**config.mk**
```make
export PLATFORM = sky130hd
export DESIGN_NAME = modem_reply_scanner_top_flat
export DESIGN_NICKNAME = d
export VERILOG_FILES = /design/src/hdl/mrs_pkg.sv /design/src/hdl/mrs_in_if.sv /design/src/hdl/mrs_out_if.sv /design/src/hdl/modem_reply_scanner_top.sv /design/src/flat_wrapper.sv
export VERILOG_INCLUDE_DIRS = /design/src /design/src/hdl
export SDC_FILE = /design/constraint.sdc
export NUM_CORES = 1
export LEC_CHECK = 0
export BUFFER_PORTS_ARGS = -buffer_cell sky130_fd_sc_hd__buf_2
export CORE_ASPECT_RATIO = 0.5
export CORE_UTILIZATION = 55
export CTS_CLUSTER_SIZE = 28
export DETAILED_ROUTE_END_ITERATION = 8
export HOLD_SLACK_MARGIN = 0.1
export PLACE_DENSITY = 0.82
export SYNTH_ARGS = -nofsm -noshare
export SYNTH_HDL_FRONTEND = slang
export SYNTH_SLANG_ARGS = --single-unit
```
**constraint.sdc**
```tcl
create_clock -name clk -period 4.5 [get_ports clk]
set_input_delay 0.45 -clock clk [delete_from_list [all_inputs] [get_ports clk]]
set_output_delay 0.45 -clock clk [all_outputs]
set_load 0.05 [all_outputs]
```
**src/hdl/assert_macros.svh**
```systemverilog
// Assertion macros shared by the RTL of the modem reply scanner.
// No dependencies; included by the modules that carry assertions.
`ifndef ASSERT_MACROS_SVH
`define ASSERT_MACROS_SVH

// Property checked on every rising clock edge outside reset.
`define MRS_ASSERT(label, prop, msg) \
	label: assert property (@(posedge clk) disable iff (!arst_n) prop) \
		else $error(msg);

// Implication checked on every rising clock edge outside reset.
`define MRS_ASSERT_IMPL(label, pre, post, msg) \
	label: assert property (@(posedge clk) disable iff (!arst_n) (pre) |-> (post)) \
		else $error(msg);

`endif

```
**src/hdl/mrs_pkg.sv**
```systemverilog
// Types, codes and fixed character patterns of the modem reply scanner.
// No dependencies; imported by the scanner top level.
`timescale 1ns / 1ps

package mrs_pkg;

	typedef enum logic [1:0] {
		FUNC_BYTE    = 2'd0,
		FUNC_ARM_CMD = 2'd1,
		FUNC_ARM_SRV = 2'd2
	} func_t;

	typedef enum logic [1:0] {
		PHASE_IDLE   = 2'd0,
		PHASE_HEADER = 2'd1,
		PHASE_BODY   = 2'd2
	} phase_t;

	typedef enum logic [0:0] {
		CFG_PATTERN = 1'b0,
		CFG_LENGTH  = 1'b1
	} cfg_reg_t;

	localparam int unsigned CFG_DATA_W   = 64;
	localparam int unsigned CMD_LEN_W    = 4;
	localparam int unsigned CAP_INDEX_W  = 10;
	localparam int unsigned HEADER_LEN   = 5;
	localparam int unsigned CLOSING_LEN  = 6;
	localparam logic [7:0]  FOLD_BIT     = 8'h20;
	localparam logic [7:0]  UPPER_FIRST  = 8'h41;
	localparam logic [7:0]  UPPER_LAST   = 8'h5a;

	// Folds A..Z to lower case.
	function automatic logic [7:0] fold_lower(input logic [7:0] b);
		logic [7:0] r;
		r = b;
		if (b >= UPPER_FIRST && b <= UPPER_LAST) begin
			r = b | FOLD_BIT;
		end
		return r;
	endfunction

	// Header "+ipd," character at a position.
	function automatic logic [7:0] header_char(input logic [2:0] pos);
		logic [7:0] c;
		case (pos)
			3'd0: c = 8'h2b;
			3'd1: c = 8'h69;
			3'd2: c = 8'h70;
			3'd3: c = 8'h64;
			3'd4: c = 8'h2c;
			default: c = 8'h00;
		endcase
		return c;
	endfunction

	// Closing "\n\rok\r\n" character at a position.
	function automatic logic [7:0] closing_char(input logic [2:0] pos);
		logic [7:0] c;
		case (pos)
			3'd0: c = 8'h0a;
			3'd1: c = 8'h0d;
			3'd2: c = 8'h6f;
			3'd3: c = 8'h6b;
			3'd4: c = 8'h0d;
			3'd5: c = 8'h0a;
			default: c = 8'h00;
		endcase
		return c;
	endfunction

	// Status and capture fields of one result word.
	typedef struct packed {
		logic                   command_found;
		logic                   command_searching;
		logic [1:0]             server_phase;
		logic                   server_complete;
		logic                   capture_valid;
		logic [7:0]             capture_char;
		logic [CAP_INDEX_W-1:0] capture_index;
	} scan_result_t;

endpackage

```
**src/hdl/mrs_in_if.sv**
```systemverilog
// Input channel of the modem reply scanner: valid/ready with one command word.
// No dependencies.
`timescale 1ns / 1ps

interface mrs_in_if;
	logic       valid;
	logic       ready;
	logic [1:0] func;
	logic [7:0] rx_byte;

	modport source (output valid, output func, output rx_byte, input ready);
	modport sink   (input valid, input func, input rx_byte, output ready);
endinterface

```
**src/hdl/mrs_out_if.sv**
```systemverilog
// Result channel of the modem reply scanner: valid/ready with one status word.
// No dependencies.
`timescale 1ns / 1ps

interface mrs_out_if;
	logic       valid;
	logic       ready;
	logic       command_found;
	logic       command_searching;
	logic [1:0] server_phase;
	logic       server_complete;
	logic       capture_valid;
	logic [7:0] capture_char;
	logic [9:0] capture_index;

	modport source (output valid, output command_found, output command_searching,
		output server_phase, output server_complete, output capture_valid,
		output capture_char, output capture_index, input ready);
	modport sink   (input valid, input command_found, input command_searching,
		input server_phase, input server_complete, input capture_valid,
		input capture_char, input capture_index, output ready);
endinterface

```
**src/hdl/modem_reply_scanner_top.sv**
```systemverilog
// Modem reply scanner top level: two restart-on-mismatch matchers over received bytes.
// Depends on mrs_pkg, mrs_in_if, mrs_out_if and assert_macros.svh.
`timescale 1ns / 1ps
// Usage
// The req channel carries one word per received serial byte or per arming
// command (func 0 byte, 1 arm the command reply search, 2 arm the server reply
// capture; func 3 leaves everything as it is). Every accepted word produces
// exactly one word on the rsp channel, holding the matcher status after that
// word and, while a server reply body is being captured, the lower-cased byte
// and its buffer index.
// The status is computed from the matcher registers and the incoming word
// in one pass and lands in the result register at the edge that accepts the
// word. One word is taken per cycle while the receiver does not stall; the
// only storage in the path is that result register.
// If the receiver stalls, the result waits in its register and req.ready
// falls, so at most one result is ever held; ready rises again in the same
// cycle that the waiting result is taken.
// The configuration port (cfg_we, cfg_index, cfg_data) writes the reply
// pattern and its length; it should be written only while the block is idle.
// Reset clears both matchers, all flags, the capture count and the result
// valid flag, sets the pattern to zero and its length to one.

module modem_reply_scanner_top
	import mrs_pkg::*;
#(
	parameter int unsigned CAPTURE_DEPTH     = 1024,
	parameter int unsigned MAX_PATTERN_CHARS = 8
) (
	input  logic                  clk,
	input  logic                  arst_n,
	mrs_in_if.sink                req,
	mrs_out_if.source             rsp,
	input  logic                  cfg_we,
	input  cfg_reg_t              cfg_index,
	input  logic [CFG_DATA_W-1:0] cfg_data
);

	`include "assert_macros.svh"

	// The capture count must be able to hold the buffer depth itself.
	localparam int unsigned CNT_W = $clog2(CAPTURE_DEPTH + 1);
	localparam logic [CNT_W-1:0]     DEPTH_C   = CNT_W'(CAPTURE_DEPTH);
	localparam logic [CMD_LEN_W-1:0] MAX_LEN_C = CMD_LEN_W'(MAX_PATTERN_CHARS);

	// Configuration registers.
	logic [CFG_DATA_W-1:0] cfg_pattern_q;
	logic [CMD_LEN_W-1:0]  cfg_length_q;

	// Matcher state.
	logic [3:0]       cmd_pos_q,   cmd_pos_d;
	logic             cmd_armed_q, cmd_armed_d;
	logic             cmd_hit_q,   cmd_hit_d;
	phase_t           phase_q,     phase_d;
	logic [2:0]       srv_pos_q,   srv_pos_d;
	logic             srv_done_q,  srv_done_d;
	logic [CNT_W-1:0] cap_cnt_q,   cap_cnt_d;

	// Result register.
	logic         out_valid_q;
	scan_result_t res_q;
	scan_result_t res_d;

	logic                  accept;
	logic [7:0]            ch;
	logic [2:0]            cmd_idx;
	logic [7:0]            want;
	logic [3:0]            cmd_next;
	logic [CMD_LEN_W-1:0]  len_eff;
	logic [CNT_W+CAP_INDEX_W-1:0] cnt_ext;

	// A new word enters whenever the result register is empty or being emptied.
	assign req.ready = !out_valid_q || rsp.ready;
	assign accept    = req.valid && req.ready;

	assign ch      = fold_lower(req.rx_byte);
	assign cmd_idx = cmd_pos_q[2:0];
	assign want    = cfg_pattern_q[{cmd_idx, 3'b000} +: 8];
	assign cmd_next = {1'b0, cmd_idx} + 4'd1;
	// Zero extension then truncation gives the index modulo the field size.
	assign cnt_ext = {{CAP_INDEX_W{1'b0}}, cap_cnt_q};

	// Pattern lengths of zero act as one, and lengths above the maximum act as it.
	always_comb begin
		if (cfg_length_q == '0) begin
			len_eff = CMD_LEN_W'(1);
		end else if (cfg_length_q > MAX_LEN_C) begin
			len_eff = MAX_LEN_C;
		end else begin
			len_eff = cfg_length_q;
		end
	end

	// Next matcher state and the result for the word at the input.
	always_comb begin
		cmd_pos_d   = cmd_pos_q;
		cmd_armed_d = cmd_armed_q;
		cmd_hit_d   = cmd_hit_q;
		phase_d     = phase_q;
		srv_pos_d   = srv_pos_q;
		srv_done_d  = srv_done_q;
		cap_cnt_d   = cap_cnt_q;
		res_d.capture_valid = 1'b0;
		res_d.capture_char  = 8'h00;
		res_d.capture_index = '0;

		case (req.func)
			FUNC_ARM_CMD: begin
				cmd_pos_d   = 4'd0;
				cmd_hit_d   = 1'b0;
				cmd_armed_d = 1'b1;
			end
			FUNC_ARM_SRV: begin
				srv_pos_d  = 3'd0;
				phase_d    = PHASE_HEADER;
				srv_done_d = 1'b0;
				cap_cnt_d  = '0;
			end
			FUNC_BYTE: begin
				if (cmd_armed_q) begin
					if (want == ch) begin
						cmd_pos_d = cmd_next;
						if (cmd_next >= len_eff) begin
							cmd_hit_d   = 1'b1;
							cmd_armed_d = 1'b0;
						end
					end else begin
						cmd_pos_d = 4'd0;
					end
				end

				case (phase_q)
					PHASE_HEADER: begin
						if (32'(srv_pos_q) < HEADER_LEN && header_char(srv_pos_q) == ch) begin
							if (32'(srv_pos_q) + 1 >= HEADER_LEN) begin
								phase_d   = PHASE_BODY;
								srv_pos_d = 3'd0;
							end else begin
								srv_pos_d = srv_pos_q + 3'd1;
							end
						end else begin
							srv_pos_d = 3'd0;
						end
					end
					PHASE_BODY: begin
						// Bytes past the buffer end are dropped, but the closing
						// pattern is still tracked; its own bytes are stored too.
						if (cap_cnt_q < DEPTH_C) begin
							res_d.capture_valid = 1'b1;
							res_d.capture_char  = ch;
							res_d.capture_index = cnt_ext[CAP_INDEX_W-1:0];
							cap_cnt_d           = cap_cnt_q + CNT_W'(1);
						end
						if (32'(srv_pos_q) < CLOSING_LEN && closing_char(srv_pos_q) == ch) begin
							if (32'(srv_pos_q) + 1 >= CLOSING_LEN) begin
								srv_done_d = 1'b1;
								phase_d    = PHASE_IDLE;
								srv_pos_d  = 3'd0;
							end else begin
								srv_pos_d = srv_pos_q + 3'd1;
							end
						end else begin
							srv_pos_d = 3'd0;
						end
					end
					default: begin
					end
				endcase
			end
			default: begin
			end
		endcase

		res_d.command_found     = cmd_hit_d;
		res_d.command_searching = cmd_armed_d;
		res_d.server_phase      = phase_d;
		res_d.server_complete   = srv_done_d;
	end

	// Configuration registers.
	always_ff @(posedge clk or negedge arst_n) begin
		if (!arst_n) begin
			cfg_pattern_q <= '0;
			cfg_length_q  <= CMD_LEN_W'(1);
		end else if (cfg_we) begin
			case (cfg_index)
				CFG_PATTERN: cfg_pattern_q <= cfg_data;
				CFG_LENGTH:  cfg_length_q  <= cfg_data[CMD_LEN_W-1:0];
				default: begin
				end
			endcase
		end
	end

	// Matcher state advances only on an accepted word.
	always_ff @(posedge clk or negedge arst_n) begin
		if (!arst_n) begin
			cmd_pos_q   <= 4'd0;
			cmd_armed_q <= 1'b0;
			cmd_hit_q   <= 1'b0;
			phase_q     <= PHASE_IDLE;
			srv_pos_q   <= 3'd0;
			srv_done_q  <= 1'b0;
			cap_cnt_q   <= '0;
		end else if (accept) begin
			cmd_pos_q   <= cmd_pos_d;
			cmd_armed_q <= cmd_armed_d;
			cmd_hit_q   <= cmd_hit_d;
			phase_q     <= phase_d;
			srv_pos_q   <= srv_pos_d;
			srv_done_q  <= srv_done_d;
			cap_cnt_q   <= cap_cnt_d;
		end
	end

	// Result register valid flag.
	always_ff @(posedge clk or negedge arst_n) begin
		if (!arst_n) begin
			out_valid_q <= 1'b0;
		end else if (accept) begin
			out_valid_q <= 1'b1;
		end else if (rsp.ready) begin
			out_valid_q <= 1'b0;
		end
	end

	// Result payload, no reset needed.
	always_ff @(posedge clk) begin
		if (accept) begin
			res_q <= res_d;
		end
	end

	assign rsp.valid             = out_valid_q;
	assign rsp.command_found     = res_q.command_found;
	assign rsp.command_searching = res_q.command_searching;
	assign rsp.server_phase      = res_q.server_phase;
	assign rsp.server_complete   = res_q.server_complete;
	assign rsp.capture_valid     = res_q.capture_valid;
	assign rsp.capture_char      = res_q.capture_char;
	assign rsp.capture_index     = res_q.capture_index;

	// A found pattern always disarms the command matcher.
	`MRS_ASSERT(a_found_disarms, !(cmd_hit_q && cmd_armed_q), "command found while still armed")
	// The capture count never passes the buffer depth.
	`MRS_ASSERT(a_count_bound, cap_cnt_q <= DEPTH_C, "capture count beyond buffer depth")
	// Completion leaves the server matcher idle until it is armed again.
	`MRS_ASSERT_IMPL(a_done_idle, srv_done_q, phase_q == PHASE_IDLE,
		"server reply complete while matcher busy")
	// The server phase moves only when a word is accepted.
	`MRS_ASSERT(a_phase_on_accept, !accept |=> $stable(phase_q), "server phase moved without a word")
	// A stored body byte is reported only while capturing or on the closing byte.
	`MRS_ASSERT_IMPL(a_capture_phase, out_valid_q && res_q.capture_valid,
		res_q.server_phase == PHASE_BODY || res_q.server_complete,
		"capture reported outside the body phase")

endmodule
```
**src/flat_wrapper.sv**
```systemverilog
// flat-port wrapper written by rule: the top's interface ports become plain ports
module modem_reply_scanner_top_flat import mrs_pkg::*;
#(
	parameter int unsigned CAPTURE_DEPTH     = 1024,
	parameter int unsigned MAX_PATTERN_CHARS = 8
)
  (clk, arst_n, cfg_we, cfg_index, cfg_data, req_valid, req_func, req_rx_byte, req_ready, rsp_valid, rsp_command_found, rsp_command_searching, rsp_server_phase, rsp_server_complete, rsp_capture_valid, rsp_capture_char, rsp_capture_index, rsp_ready);
  mrs_in_if req_i ();
  mrs_out_if rsp_i ();
  input  logic clk;
  input  logic arst_n;
  input  logic cfg_we;
  input  cfg_reg_t cfg_index;
  input  logic [CFG_DATA_W-1:0] cfg_data;
  input wire logic [$bits(req_i.valid)-1:0] req_valid;
  input wire logic [$bits(req_i.func)-1:0] req_func;
  input wire logic [$bits(req_i.rx_byte)-1:0] req_rx_byte;
  output wire logic [$bits(req_i.ready)-1:0] req_ready;
  output wire logic [$bits(rsp_i.valid)-1:0] rsp_valid;
  output wire logic [$bits(rsp_i.command_found)-1:0] rsp_command_found;
  output wire logic [$bits(rsp_i.command_searching)-1:0] rsp_command_searching;
  output wire logic [$bits(rsp_i.server_phase)-1:0] rsp_server_phase;
  output wire logic [$bits(rsp_i.server_complete)-1:0] rsp_server_complete;
  output wire logic [$bits(rsp_i.capture_valid)-1:0] rsp_capture_valid;
  output wire logic [$bits(rsp_i.capture_char)-1:0] rsp_capture_char;
  output wire logic [$bits(rsp_i.capture_index)-1:0] rsp_capture_index;
  input wire logic [$bits(rsp_i.ready)-1:0] rsp_ready;
  assign req_i.valid = req_valid;
  assign req_i.func = req_func;
  assign req_i.rx_byte = req_rx_byte;
  assign req_ready = req_i.ready;
  assign rsp_valid = rsp_i.valid;
  assign rsp_command_found = rsp_i.command_found;
  assign rsp_command_searching = rsp_i.command_searching;
  assign rsp_server_phase = rsp_i.server_phase;
  assign rsp_server_complete = rsp_i.server_complete;
  assign rsp_capture_valid = rsp_i.capture_valid;
  assign rsp_capture_char = rsp_i.capture_char;
  assign rsp_capture_index = rsp_i.capture_index;
  assign rsp_i.ready = rsp_ready;
  modem_reply_scanner_top #(.CAPTURE_DEPTH(CAPTURE_DEPTH), .MAX_PATTERN_CHARS(MAX_PATTERN_CHARS)) u_core (.clk(clk), .arst_n(arst_n), .req(req_i), .rsp(rsp_i), .cfg_we(cfg_we), .cfg_index(cfg_index), .cfg_data(cfg_data));
endmodule
```
======== Word level (Yosys, flattened, before mapping) ========
Index checks and enable logic that the tools add are counted.
word-level totals
  bits in registers ....................... 115
  input port bits ......................... 80
cells by class
  $add $sub $neg .......................... 4
  magnitude comparators ................... 9
  equality and inequality tests ........... 16
  shift operators ......................... 1
  muxes and demuxes ....................... 42
  bitwise logic cells ..................... 1
  reductions and logical operators ........ 21
operator list
  cell                                                                 count
  greater-or-equal comparator 32 x 3 -> 1 bit (second input constant)  2
  variable part select 64 x 7 -> 8 bit                                 1
  case mux 7 bit (5 select lines)                                      1
  2-to-1 mux 8 bit                                                     4
  case mux 7 bit (4 select lines)                                      1
  equality test 8 bit                                                  3
  2-to-1 mux 11 bit                                                    2
  case mux 11 bit (2 select lines)                                     1
  2-to-1 mux 19 bit                                                    1
  2-to-1 mux 3 bit                                                     6
  case mux 3 bit (2 select lines)                                      3
  adder 11 x 1 -> 11 bit (second input constant)                       1
  less-than comparator 11 bit (second input constant)                  1
  2-to-1 mux 1 bit                                                     11
  AND reduction 3 bit                                                  3
  adder 3 x 1 -> 4 bit (second input constant)                         2
  greater-or-equal comparator 8 x 7 -> 1 bit (second input constant)   1
  <= comparator 8 x 7 -> 1 bit (second input constant)                 1
  2-to-1 mux 2 bit                                                     4
  2-to-1 mux 4 bit                                                     2
  case mux 2 bit (2 select lines)                                      2
  equality test 3 x 2 -> 1 bit (second input constant)                 2
  equality test 3 bit (second input constant)                          2
  less-than comparator 3 bit (second input constant)                   2
  other kinds (21)                                                     35

======== Logic depth before layout (Yosys ltp) ========
Gate-level depths: netlist of run 1.
  depth in word-level cells ............... 10
  mapped depth ............................ 10
  depth with buffers taken out ............ 10

======== Worst setup path after synthesis of run 1 ========
No wires, ideal clock.
  path type ............................... reg2reg
  start ................................... reg u_core.out_valid_q (netlist: u_core.rsp.valid)
  end ..................................... reg u_core.cap_cnt_q[7]
  library setup time ...................... 78 ps
  arrival ................................. 2389 ps
  required time ........................... 4422 ps
  slack ................................... 2032 ps
  stages on the path, launching flop included .. 7
  path buffers ............................ 0
  path through ............................ dfrtp_1 nand2b_1 nand2_1 nor3_1 nand4_1 or3_1 a21oi_1
on the way
  word-level cells in the longest chain between the ends .. 4
ends and longest elaborated chain
  item                                  RTL line                        RTL
  start, declared                       modem_reply_scanner_top.sv:59   logic out_valid_q;
  start signal, assigned                modem_reply_scanner_top.sv:218  out_valid_q <= 1'b0;
  start signal, assigned                modem_reply_scanner_top.sv:220  out_valid_q <= 1'b1;
  start signal, assigned                modem_reply_scanner_top.sv:222  out_valid_q <= 1'b0;
  zero test 1 bit                       modem_reply_scanner_top.sv:72   assign req.ready = !out_valid_q || rsp.ready;
  logical OR 1 bit                      modem_reply_scanner_top.sv:72
  named net req_ready                   flat_wrapper.sv:18              output wire logic [$bits(req_i.ready)-1:0] req_ready;
  logical AND 1 bit                     modem_reply_scanner_top.sv:73   assign accept = req.valid && req.ready;
  AND reduction 4 bit (no source line)  --
  end signal, assigned                  modem_reply_scanner_top.sv:211  cap_cnt_q <= cap_cnt_d;
  end, declared                         modem_reply_scanner_top.sv:56   logic [CNT_W-1:0] cap_cnt_q, cap_cnt_d;
The timed path passes the listed nets, and every way through them passes these cells.
A chain may end at the register's enable or synchronous reset.

======== Worst setup path in the final report of run 1 ========
  start ................................... reg u_core.cmd_pos_q[2]
  end ..................................... reg u_core.res_q (netlist bit u_core.rsp.command_searching), data pin
on the way
  word-level cells in the longest chain between the ends .. 6
ends and longest elaborated chain
  item                                                                                          RTL line                        RTL
  start, declared                                                                               modem_reply_scanner_top.sv:50   logic [3:0] cmd_pos_q, cmd_pos_d;
  start signal, assigned                                                                        modem_reply_scanner_top.sv:205  cmd_pos_q <= cmd_pos_d;
  parallel branches: the longest is 3 deep, another holds variable part select 64 x 7 -> 8 bit  --
  2-to-1 mux 1 bit (*)                                                                          modem_reply_scanner_top.sv:120  if (want == ch) begin
  2-to-1 mux 1 bit (*)                                                                          modem_reply_scanner_top.sv:119  if (cmd_armed_q) begin
  case mux 1 bit (2 select lines) (*)                                                           modem_reply_scanner_top.sv:106  case (req.func)
  named net u_core.cmd_armed_d                                                                  modem_reply_scanner_top.sv:51   logic cmd_armed_q, cmd_armed_d;
  end signal, assigned                                                                          modem_reply_scanner_top.sv:229  res_q <= res_d;
  end, declared                                                                                 modem_reply_scanner_top.sv:60   scan_result_t res_q;
Mark *: on every way through the listed nets, which the timed path passes.

==> out/metrics.yaml, run 1 <==
status:
  run_status: "finished, final reports clean"
route:
  first_iter_violations: 306
  per_cell_routed_wire_length_um: 17.3
  wl_met3_um: 692
  route.final.wire_length_um: 12900
  num_vias: 4264
  dr.pass1.iters: 4
  routed_via_density: 5.71
  wl_met2_um: 6210
  antenna_left: 0
  drc_errors: 0
  uppermost_routed_layer: "met4"
  m1WireLength_um: 5810
place:
  preCtsSetupSlack_ps: 1710
  gp_congestion: 0.884
  io_buffer_count: 105
  place.detailed.hpwl_um: 8710
  placed_area_um2: 6510
global_routing:
  grt-ovfl-total: 0
  via_count_of_the_first_global_routing_pass: 4182
  largest_net_degree_at_the_start_of_global_routing: 68
  grt_first_pass_wirelength_um: 21000
  number_of_antenna_violations_at_the_first_check_in_global_routing: 0
  global_route.usage.total_pct: 25.3
pwr:
  power-per-cell-area_nw_per_um2: 414
  cell_internal_power_mw: 2.20
  total_leakage_power_nw: 3.02
  pwr-share-seq_pct: 42.0
  power.share.switching_pct: 25.1
  power.combinational.fraction_pct: 12.7
  ir_drop_uv: 294
  power_switching_uw: 738
  power.total_mw: 2.94
  clock_power_share_pct: 45.3
critical_path:
  worst_path_fanout_max: 16
  worst_path_dominant_cell_family: "flip-flops"
  arrival_ps: 2950
  slowest_delay_ps: 750
  timing.critical_path.from_type: "flip-flop"
  cpMaxStageDelayCell: "sky130_fd_sc_hd__dfrtp_1"
  setup.worst_path.end_class: "flip-flop"
  timing.critical_path.required_ps: 4650
  cell_chain_of_the_critical_path: "buf_4 > mux4_2 > mux2i_1 > xnor2_1 > nand4_4 > nor4_4 > nor2_1"
  worstPathBufferInverterCount: 1
  timing.setup.critical_path_class: "flip-flop to flip-flop"
logic_synthesis:
  yosysTopAreaCell: "sky130_fd_sc_hd__dfrtp_1"
  synthXorXnorAreaFrac_pct: 2.38
  simple_gate_share_of_the_synthesized_area_pct: 12.4
  count_of_flip_flops_with_a_built_in_enable_after_synthesis: 24
  synth.net_count: 587
  post-synth-top-count-cell: "sky130_fd_sc_hd__dfrtp_1"
  ys.warnings.count: 0
  yosys.area_share.adder_pct: 3.18
  yosys-top-cells-area: "sky130_fd_sc_hd__dfrtp_1 (38%), sky130_fd_sc_hd__mux2_2 (14%), sky130_fd_sc_hd__edfxtp_1 (12%)"
  synthTopCellsByCount: "sky130_fd_sc_hd__dfrtp_1 (90), sky130_fd_sc_hd__mux2_2 (74), sky130_fd_sc_hd__nand2_1 (26), sky130_fd_sc_hd__nor2_1 (26), sky130_fd_sc_hd__edfxtp_1 (24)"
  synth_seq_cells: 115
  synth_top_family_by_area: "multiplexers"
  synth_mux_area_share_pct: 19.4
  synth_async_reset_ratio_pct: 79.1
  synth_top_flop_cell: "sky130_fd_sc_hd__dfrtp_1"
  syn-instance-count: 492
  yosys.area.top_type_share_pct: 38.2
  ys_seq_area_share_pct: 50.8
  synth-compound-area-share_pct: 8.53
  post_synth_num_cell_types: 57
  syn_area_um2: 5900
  syn_area_per_cell_um2: 12.0
sta:
  setup_ws_final_ps: 1700
  report.final.slew_viol_count: 0
  totalNegativeSetupSlack_ps: 0
  fmax_mhz: 357
  fin_crit_ps: 2800
  grt_setup_unrepaired: "no"
  hold_violations: 0
  worst_clock_skew_ps: 10.8
  finalCritPeriodShare_pct: 62.2
  slew_headroom_pct: 28.7
  worstMarginPinSlew_ps: 1070
  final-setup-viol-count: 0
clocking:
  cts_setup_buffers: 0
  postCtsResizedCells: 0
  clock_sink_count: 115
  clock_tree_from_tritoncts: "done"
  clk_root_buffer_cell: "sky130_fd_sc_hd__clkbuf_16"
  tritoncts.num_buffers: 17
  clock_pin_slew_of_the_registers_on_the_worst_case_setup_and_hold_paths_ps: 60
  cts.path.max_buffers: 2
  cts_htree_levels: 4
  worstSkewPairLatency_ps: 420
  post_cts_hold_buffer_count: 0
final_layout:
  finish.utilization_pct: 68.8
  final_design_area_no_fill_um2: 7100
  antenna_cells_inserted: 0
  area_growth_pct: 20.3
  nFillCells: 704
  layout-drive-gt1-share_pct: 37.2
  num-nets-final: 689
floorplan:
  core-area_um2: 10300
  die-width_um: 148
  floorplan.die.height_um: 75.2
  floorplan.initialDensity_pct: 57.2
  floorplan.rows: 26
  design.die.area_um2: 11200
  boundaryPins: 106
worst_hold_path:
  hold_class: "input port to async pin"
run:
  max-cap-violations: 0
[cell families after synthesis]
family / after synthesis
multiplexers: 95
flip-flops: 115
XOR/XNOR: 16
adder cells (fa/ha/maj): 15
AO/OA/AOI/OAI: 75
AND/OR/NAND/NOR: 133
buffers and inverters: 43
[cell usage in the layout, fill, tap and decap left out, drive strengths merged, types with 3 or more instances in the layout]
cell type / n
mux2: 74
nand2: 26
o21a: 3
edfxtp: 24
o22ai: 4
o211ai: 5
a22o: 3
nand3: 6
and3: 3
a211oi: 5
nor4: 10
and2: 12
a21o: 4
o21ai: 18
clkinv: 7
dfrtp: 90
ha: 15
nor3: 12
nor2: 26
mux2i: 13
xor2: 10
mux4: 8
o31ai: 3
inv: 17
nand4: 5
nor2b: 7
buf: 109
xnor2: 6
nand2b: 8
clkbuf: 24
a21oi: 13
or3: 10
[flip-flops by register name (all words and copies together), names as in the netlist, 2 cells and up]
signal,flops
u_core.rsp.capture_char,8
u_core.cfg_pattern_q,64
u_core.cap_cnt_q,11
u_core.rsp.capture_index,10
u_core.srv_pos_q,3
u_core.cfg_length_q,4
u_core.cmd_pos_q,3
u_core.phase_q,2
u_core.rsp.server_phase,2
[final timing paths]
kind / start / end / slack (ps) / cells after the start
max: u_core.cmd_pos_q[2]$_DFFE_PN0P_ / u_core.rsp.command_searching$_DFFE_PP_ / 1700 / 7
min: arst_n / u_core.cap_cnt_q[8]$_DFFE_PN0P_ / 130 / 1
max reg2reg: u_core.cmd_pos_q[2]$_DFFE_PN0P_ / u_core.rsp.command_searching$_DFFE_PP_ / 1700 / 7
min reg2reg: u_core.cfg_pattern_q[28]$_DFFE_PN0P_ / u_core.cfg_pattern_q[28]$_DFFE_PN0P_ / 500 / 1
max in group asynchronous: arst_n / u_core.cfg_length_q[0]$_DFFE_PN1P_ / 3450 / 2
min in group clk: req_valid / u_core.rsp.valid$_DFFE_PN0P_ / 240 / 2
[cell type report]
type / instances / area (um^2) / share of cell area (%)
inverter: 17 / 63.8 / 0.899
multi-input combinational: 334 / 2720 / 38.3
timing repair buffer: 109 / 558 / 7.86
clock inverter: 8 / 72.6 / 1.02
clock buffer: 24 / 514 / 7.24
tap: 140 / 175 / 2.47
sequential: 115 / 3000 / 42.3
[layer usage]
layer,up-vias,global-route usage (%)
met5,-,0
met4,0,10.4
met3,20,6.85
met2,135,40.7
met1,2094,33.3
li1,2015,-
[per-stage QoR]
stage,cells,hold WS (ps)
5_1_grt,747,213
6_report,747,130
3_3_place_gp,715,477
4_1_cts,747,173
3_5_place_dp,715,490
2_1_floorplan,492,154
[power by group through the flow]
| stage | Combinational (mW) | Clock [mW] | Sequential (mW) |
|---|---|---|---|
| after floorplan | 0.227 | 0 | 1.26 |
| after global placement | 0.358 | 0 | 1.24 |
| after detailed placement | 0.369 | 0 | 1.25 |
| after CTS | 0.374 | 1.34 | 1.23 |
| after global routing | 0.407 | 1.39 | 1.25 |
| final | 0.373 | 1.33 | 1.23 |
[worst register-to-register path, delay by kind of cell (launching register included)]
family | cells | cell delay, ps
xor gates and xnor gates | 1 | 210
and+or+nand+nor | 3 | 620
buffers and inverters | 1 | 360
DFF | 1 | 750
muxes | 2 | 600
Note: power is estimated with default switching activity, not from simulation.
==> run 2: changes to the inputs <==
--- a/config.mk
+++ b/config.mk
@@ -8,11 +8,11 @@
 export LEC_CHECK = 0
 export BUFFER_PORTS_ARGS = -buffer_cell sky130_fd_sc_hd__buf_2
 export CORE_ASPECT_RATIO = 0.5
-export CORE_UTILIZATION = 55
+export CORE_UTILIZATION = 51
 export CTS_CLUSTER_SIZE = 28
 export DETAILED_ROUTE_END_ITERATION = 8
 export HOLD_SLACK_MARGIN = 0.1
-export PLACE_DENSITY = 0.82
+export PLACE_DENSITY = 0.8
 export SYNTH_ARGS = -nofsm -noshare
 export SYNTH_HDL_FRONTEND = slang
 export SYNTH_SLANG_ARGS = --single-unit
==> constraint.sdc (replaced) <==
create_clock -name clk -period 2.4 [get_ports clk]
set_input_delay 0.24 -clock clk [delete_from_list [all_inputs] [get_ports clk]]
set_output_delay 0.24 -clock clk [all_outputs]
set_load 0.05 [all_outputs]
==> run 2 against run 1 <==
Against the previous run: the run now ends with negative setup slack left; cell count rose by 14%; sequential power is 89% higher; clock power rose by 86%; sequential share of layout area fell by 5.7 points; critical endpoint is now u_core.rsp.server_phase[1]$_DFFE_PP_; largest cell class unchanged.
==> out/metrics.yaml, run 2 (synthesis results as in run 1) <==
status:
  run_status: "finished with violations"  # was finished, final reports clean
  failed_checks: "negative setup slack"
sta:
  slew_headroom_pct: 53.9  # was 28.7%
  worst_hold_slack_ps: 98.1  # was 130 ps
  setup_ws_final_ps: -20.3  # was 1700 ps
  finalCritPeriodShare_pct: 101  # was 62.2%
  worstMarginPinSlew_ps: 689  # was 1070 ps
  fin_crit_ps: 2420  # was 2800 ps
  final-setup-viol-count: 1  # was 0
  worst_clock_skew_ps: 8.93  # was 10.8 ps
  totalNegativeSetupSlack_ps: -20.3  # was 0 ps
  grt_setup_unrepaired: "yes"  # was no
  report.final.slew_viol_count: 0  # unchanged
  hold_violations: 0  # unchanged
  fmax_mhz: 413  # was 357 MHz
clocking:
  clock_tree_from_tritoncts: "done"  # unchanged
  tritoncts.num_buffers: 17  # unchanged
  worstSkewPairLatency_ps: 420  # about the same
  cts_htree_levels: 4  # unchanged
  cts.path.max_buffers: 2  # unchanged
  clk_root_buffer_cell: "sky130_fd_sc_hd__clkbuf_16"  # unchanged
  clock_sink_count: 115  # unchanged
  clock_pin_slew_of_the_registers_on_the_worst_case_setup_and_hold_paths_ps: 50  # was 60 ps
critical_path:
  r2r_cells: 9  # was 7
  cpMaxStageDelayCell: "sky130_fd_sc_hd__dfrtp_1"  # unchanged
  setup.worst_path.end_class: "flip-flop"  # unchanged
  timing.critical_path.required_ps: 2540  # was 4650 ps
  worst_path_fanout_max: 5  # was 16
  timing.setup.critical_path_class: "flip-flop to flip-flop"  # unchanged
  cell_chain_of_the_critical_path: "buf_4 > ha_2 > or3_1 > o21ai_2 > xor2_1 > nand3_1 > a211o_1 > o211ai_1 > o211ai_1"  # was buf_4 > mux4_2 > mux2i_1 > xnor2_1 > nand4_4 > nor4_4 > nor2_1
  timing.critical_path.from_type: "flip-flop"  # unchanged
  arrival_ps: 2560  # was 2950 ps
  most_frequent_cell_on_the_critical_path: "sky130_fd_sc_hd__o211ai_1"
  slowest_delay_ps: 410  # was 750 ps
place:
  placedCellCount: 748  # was 715
  gp_congestion: 0.878  # was 0.884
  preCtsSetupSlack_ps: -73.3  # was 1710 ps
  place.detailed.hpwl_um: 9320  # was 8710 um
  io_buffer_count: 105  # unchanged
route:
  m1WireLength_um: 6740  # was 5810 um
  wl_met2_um: 7970  # was 6210 um
  uppermost_routed_layer: "met4"  # unchanged
  num_vias: 4802  # was 4264
  antenna_left: 0  # unchanged
  drc_errors: 0  # unchanged
  wl_met3_um: 630  # was 692 um
  dr.pass1.iters: 4  # unchanged
  per_cell_routed_wire_length_um: 18.4  # was 17.3 um
  routed_via_density: 5.65  # was 5.71
  route.final.wire_length_um: 15600  # was 12900 um
  first_iter_violations: 353  # was 306
pwr:
  power_switching_mw: 1.45  # was 738 uW
  total_leakage_power_nw: 3.48  # was 3.02 nW
  clock_power_share_pct: 44.0  # was 45.3%
  cell_internal_power_mw: 4.19  # was 2.20 mW
  power.combinational.fraction_pct: 15.0  # was 12.7%
  power-per-cell-area_nw_per_um2: 688  # was 414 nW/um^2
  power.share.switching_pct: 25.7  # was 25.1%
  pwr-share-seq_pct: 41.0  # was 42.0%
  ir_drop_uv: 511  # was 294 uV
final_layout:
  fin_cells: 850  # was 747
  final_common_cell: "sky130_fd_sc_hd__buf_2"  # unchanged
  area_growth_pct: 39.1  # was 20.3%
  layout_common_cells: "sky130_fd_sc_hd__buf_2 (104), sky130_fd_sc_hd__dfrtp_1 (90), sky130_fd_sc_hd__mux2_2 (74)"  # unchanged
  layout-drive-gt1-share_pct: 40.6  # was 37.2%
  largest_register: "u_core.cfg_pattern_q"  # unchanged
  num-nets-final: 786  # was 689
  max_ffs_per_register: 64  # unchanged
global_routing:
  via_count_of_the_first_global_routing_pass: 4933  # was 4182
  grt_first_pass_wirelength_um: 25100  # was 21000 um
  global_route.usage.total_pct: 27.7  # was 25.3%
  largest_net_degree_at_the_start_of_global_routing: 65  # was 68
  grt-ovfl-total: 0  # unchanged
  number_of_antenna_violations_at_the_first_check_in_global_routing: 0  # unchanged
floorplan:
  floorplan.initialDensity_pct: 53.1  # was 57.2%
  floorplan.rows: 27  # was 26
  boundaryPins: 106  # unchanged
  design.die.area_um2: 12000  # was 11200 um^2
  core-area_um2: 11100  # was 10300 um^2
  floorplan.die.height_um: 78.0  # was 75.2 um
  die-width_um: 154  # was 148 um
worst_hold_path:
  hold_class: "input port to flip-flop"  # was input port to async pin
  hold_depth: 2
run:
  max-cap-violations: 0  # unchanged
[run 2: layer usage]
metal / track usage, % / up-vias
met1: 34.2 / 2416
met4: 12.7 / 0
met2: 47.1 / 147
met3: 6.24 / 29
met5: 0 / -
li1: - / 2210
[run 2: metrics by stage]
stage / utilization, % / cell area, um^2 / power [mW]
5_1_grt: 73.8 / 8200 / 5.86
6_report: 73.8 / 8210 / 5.65
3_3_place_gp: 61.3 / 6810 / 3.02
2_1_floorplan: - / 5920 / 2.80
4_1_cts: 72.7 / 8080 / 5.64
3_5_place_dp: 61.3 / 6810 / 3.05
[run 2: path summary, 6_finish.rpt]
kind | slack (ps) | startpoint | endpoint
setup reg to reg | -20 | u_core.srv_pos_q[1]$_DFFE_PN0P_ | u_core.rsp.server_phase[1]$_DFFE_PP_
hold / removal | 100 | cfg_data[2] | u_core.cfg_length_q[2]$_DFFE_PN0P_
hold reg to reg | 500 | u_core.cfg_pattern_q[44]$_DFFE_PN0P_ | u_core.cfg_pattern_q[44]$_DFFE_PN0P_
min in group asynchronous | 380 | arst_n | u_core.cap_cnt_q[8]$_DFFE_PN0P_
setup / recovery | -20 | u_core.srv_pos_q[1]$_DFFE_PN0P_ | u_core.rsp.server_phase[1]$_DFFE_PP_
max in group asynchronous | 1310 | arst_n | u_core.phase_q[0]$_DFFE_PN0P_
[run 2: layout make-up]
class	instances	area (um^2)
Clock buffer	21	492
Inverter	17	63.8
Clock inverter	11	96.3
Fill cell	696	2910
Timing Repair Buffer	206	1510
Antenna cell	1	2.50
Sequential cell	115	3000
Multi-Input combinational cell	334	2860
Tap cell	145	181
[run 2: what timing repair did]
item,in CTS,in global routing
endpoints found under the setup margin,6,15
hold endpoints to repair,109,0
buffers inserted,1,2
hold buffers,66,0
pin swaps,5,10
gates resized for setup,4,26
[run 2: worst max-delay path: cells and delay by family, from the launching register on]
family,cells,cell delay [ps]
AOI/OAI and AO/OA,4,820
xor gates and xnor gates,1,160
adders and majority gates,1,200
buffers and inverters,1,160
DFF,1,410
and+or+nand+nor,2,410
[run 2: power groups by stage]
stage / clock, mW / combinational [mW] / sequential [mW]
global placement: 0 / 0.695 / 2.32
CTS: 2.52 / 0.815 / 2.31
floorplan: 0 / 0.425 / 2.37
detailed placement: 0 / 0.718 / 2.34
finish: 2.48 / 0.847 / 2.32
global route: 2.62 / 0.906 / 2.34
==> run 3: changes to the inputs <==
--- a/config.mk
+++ b/config.mk
@@ -8,11 +8,11 @@
 export LEC_CHECK = 0
 export BUFFER_PORTS_ARGS = -buffer_cell sky130_fd_sc_hd__buf_2
 export CORE_ASPECT_RATIO = 0.5
-export CORE_UTILIZATION = 51
+export CORE_UTILIZATION = 55
 export CTS_CLUSTER_SIZE = 28
 export DETAILED_ROUTE_END_ITERATION = 8
 export HOLD_SLACK_MARGIN = 0.1
-export PLACE_DENSITY = 0.8
+export PLACE_DENSITY = 0.78
 export SYNTH_ARGS = -nofsm -noshare
 export SYNTH_HDL_FRONTEND = slang
 export SYNTH_SLANG_ARGS = --single-unit
==> constraint.sdc (replaced) <==
create_clock -name clk -period 3.06 [get_ports clk]
set_input_delay 0.306 -clock clk [delete_from_list [all_inputs] [get_ports clk]]
set_output_delay 0.306 -clock clk [all_outputs]
set_load 0.05 [all_outputs]
==> run 3 against run 2 <==
Against the previous run: the run now ends clean; global-route usage is 2.9 points lower; final area is 13% lower; largest cell class unchanged; hold slack better by 21 ps; largest power group unchanged; clock-buffer cell count is 2 lower; die area is 7.1% lower; routed wire length is 16% lower; core utilization is 4.3 points lower.
==> out/metrics.yaml, run 3 (synthesis results as in run 1) <==
place:
  placedCellCount: 718  # was 748
  placed_area_um2: 6560  # was 6810 um^2
  gp_congestion: 0.901  # was 0.878
  io_buffer_count: 105  # unchanged
  place.detailed.hpwl_um: 9010  # was 9320 um
run:
  max-cap-violations: 0  # unchanged
clocking:
  postCtsResizedCells: 0  # was 4
  clock_sink_count: 115  # unchanged
  tritoncts.num_buffers: 17  # unchanged
  worstSkewPairLatency_ps: 410  # was 420 ps
  clock_pin_slew_of_the_registers_on_the_worst_case_setup_and_hold_paths_ps: 50  # about the same
  cts.path.max_buffers: 2  # unchanged
  cts_htree_levels: 4  # unchanged
  clock_tree_from_tritoncts: "done"  # unchanged
  clk_root_buffer_cell: "sky130_fd_sc_hd__clkbuf_16"  # unchanged
final_layout:
  fin_cells: 752  # was 850
  nFillCells: 735  # was 696
  finish.utilization_pct: 69.6  # was 73.8%
  largest_register: "u_core.cfg_pattern_q"  # unchanged
  final_common_cell: "sky130_fd_sc_hd__buf_2"  # unchanged
  final_design_area_no_fill_um2: 7170  # was 8210 um^2
  max_ffs_per_register: 64  # unchanged
  area_growth_pct: 21.6  # was 39.1%
  layout_common_cells: "sky130_fd_sc_hd__buf_2 (104), sky130_fd_sc_hd__dfrtp_1 (90), sky130_fd_sc_hd__mux2_2 (74)"  # unchanged
  layout-drive-gt1-share_pct: 37.8  # was 40.6%
  num-nets-final: 693  # was 786
pwr:
  clock_power_share_pct: 46.0  # was 44.0%
  pwr-share-seq_pct: 41.5  # was 41.0%
  power.share.switching_pct: 25.0  # was 25.7%
  total_leakage_power_nw: 3.04  # was 3.48 nW
  power-per-cell-area_nw_per_um2: 611  # was 688 nW/um^2
  power.combinational.fraction_pct: 12.5  # was 15.0%
  cell_internal_power_mw: 3.29  # was 4.19 mW
  ir_drop_uv: 423  # was 511 uV
  power_switching_mw: 1.10  # was 1.45 mW
critical_path:
  arrival_ps: 2790  # was 2560 ps
  setup.worst_path.end_class: "flip-flop"  # unchanged
  timing.critical_path.from_type: "flip-flop"  # unchanged
  timing.setup.critical_path_class: "flip-flop to flip-flop"  # unchanged
  cell_chain_of_the_critical_path: "ha_1 > ha_1 > nor4_1 > xnor2_1 > nand3_1 > a211o_1 > o211ai_1 > o211ai_1"  # was buf_4 > ha_2 > or3_1 > o21ai_2 > xor2_1 > nand3_1 > a211o_1 > o211ai_1 > o211ai_1
  worstPathBufferInverterCount: 0  # was 1
  timing.critical_path.required_ps: 3200  # was 2540 ps
  worst_path_fanout_max: 9  # was 5
  worst_path_dominant_cell_family: "compound AO/OA/AOI/OAI gates"  # unchanged
  slowest_delay_ps: 450  # was 410 ps
  cpMaxStageDelayCell: "sky130_fd_sc_hd__dfrtp_1"  # unchanged
route:
  routed_via_density: 5.75  # was 5.65
  dr.pass1.iters: 4  # unchanged
  num_vias: 4322  # was 4802
  drc_errors: 0  # unchanged
  first_iter_violations: 326  # was 353
  per_cell_routed_wire_length_um: 17.4  # was 18.4 um
  route.final.wire_length_um: 13100  # was 15600 um
  antenna_left: 0  # unchanged
floorplan:
  floorplan.rows: 26  # was 27
  die-width_um: 148  # was 154 um
  boundaryPins: 106  # unchanged
  floorplan.initialDensity_pct: 57.2  # was 53.1%
  core-area_um2: 10300  # was 11100 um^2
  floorplan.die.height_um: 75.2  # was 78.0 um
  design.die.area_um2: 11200  # was 12000 um^2
sta:
  report.final.slew_viol_count: 0  # unchanged
  finalCritPeriodShare_pct: 86.6  # was 101%
  worstMarginPinSlew_ps: 1070  # was 689 ps
  worst_hold_slack_ps: 120  # was 98.1 ps
  slew_headroom_pct: 28.9  # was 53.9%
  final-setup-viol-count: 0  # was 1
  fmax_mhz: 377  # was 413 MHz
  fin_crit_ps: 2650  # was 2420 ps
  totalNegativeSetupSlack_ps: 0  # was -20.3 ps
  hold_violations: 0  # unchanged
  grt_setup_unrepaired: "no"  # was yes
  worst_clock_skew_ps: 8.94  # was 8.93 ps
global_routing:
  grt-ovfl-total: 0  # unchanged
  global_route.usage.total_pct: 24.8  # was 27.7%
  largest_net_degree_at_the_start_of_global_routing: 59  # was 65
  number_of_antenna_violations_at_the_first_check_in_global_routing: 2  # was 0
  grt_first_pass_wirelength_um: 20800  # was 25100 um
  via_count_of_the_first_global_routing_pass: 4171  # was 4933
worst_hold_path:
  hold_class: "input port to flip-flop"  # unchanged
status:
  run_status: "finished, final reports clean"  # was finished with violations
run 3: per-stage QoR:
step	power (mW)	setup WS (ps)
after global placement	2.37	521
final	4.38	410
after detailed placement	2.38	426
after CTS	4.41	410
after floorplan	2.19	592
after global routing	4.55	122
run 3: repair_timing:
action,4_1_cts,5_1_grt
endpoints found under the hold margin,55,0
buffers inserted,0,0
hold buffers,1,0
setup endpoints to repair,0,0
run 3: path summary, 6_finish.rpt:
path / depth (start not counted) / slack (ps) / to / start
max: 8 / 410 / u_core.rsp.server_phase[1]$_DFFE_PP_ / u_core.srv_pos_q[0]$_DFFE_PN0P_
max reg2reg: 8 / 410 / u_core.rsp.server_phase[1]$_DFFE_PP_ / u_core.srv_pos_q[0]$_DFFE_PN0P_
min reg2reg: 1 / 490 / u_core.cmd_hit_q$_DFFE_PN0P_ / u_core.cmd_hit_q$_DFFE_PN0P_
min in group asynchronous: 2 / 490 / u_core.cap_cnt_q[7]$_DFFE_PN0P_ / arst_n
max in group asynchronous: 3 / 1800 / u_core.cfg_pattern_q[28]$_DFFE_PN0P_ / arst_n
min: 2 / 120 / u_core.rsp.valid$_DFFE_PN0P_ / req_valid
run 3: layer usage:
| layer | vias up | routed length (um) | GRT usage [%] |
|---|---|---|---|
| met5 | - | 8 | 0 |
| met4 | 2 | 154 | 9.97 |
| met3 | 20 | 946 | 6.85 |
| met2 | 164 | 6220 | 40.8 |
| met1 | 2110 | 5770 | 32.0 |
| li1 | 2026 | - | - |
run 3: layout make-up:
type | count | area, um^2 | share of cell area (%)
clock inverter | 13 | 159 | 2.22
timing repair buffer | 113 | 616 | 8.58
tap | 140 | 175 | 2.44
multi-input combinational | 334 | 2720 | 37.9
inverter | 17 | 63.8 | 0.890
sequential | 115 | 3000 | 41.8
clock buffer | 19 | 443 | 6.17
antenna | 1 | 2.50 | 0.0349
run 3: power groups by stage:
| stage | registers [mW] | clock network [mW] | logic (mW) |
|---|---|---|---|
| detailed placement | 1.84 | 0 | 0.543 |
| global placement | 1.83 | 0 | 0.531 |
| global route | 1.83 | 2.12 | 0.597 |
| finish | 1.82 | 2.02 | 0.548 |
| CTS | 1.82 | 2.04 | 0.551 |
| floorplan | 1.86 | 0 | 0.333 |
run 3: worst reg2reg max path, cell delays in order, from the launching register on:
cell,delay (ps)
sky130_fd_sc_hd__dfrtp_1,450
sky130_fd_sc_hd__ha_1,300
sky130_fd_sc_hd__ha_1,310
sky130_fd_sc_hd__nor4_1,380
sky130_fd_sc_hd__xnor2_1,160
sky130_fd_sc_hd__nand3_1,90
sky130_fd_sc_hd__a211o_1,340
sky130_fd_sc_hd__o211ai_1,240
sky130_fd_sc_hd__o211ai_1,120
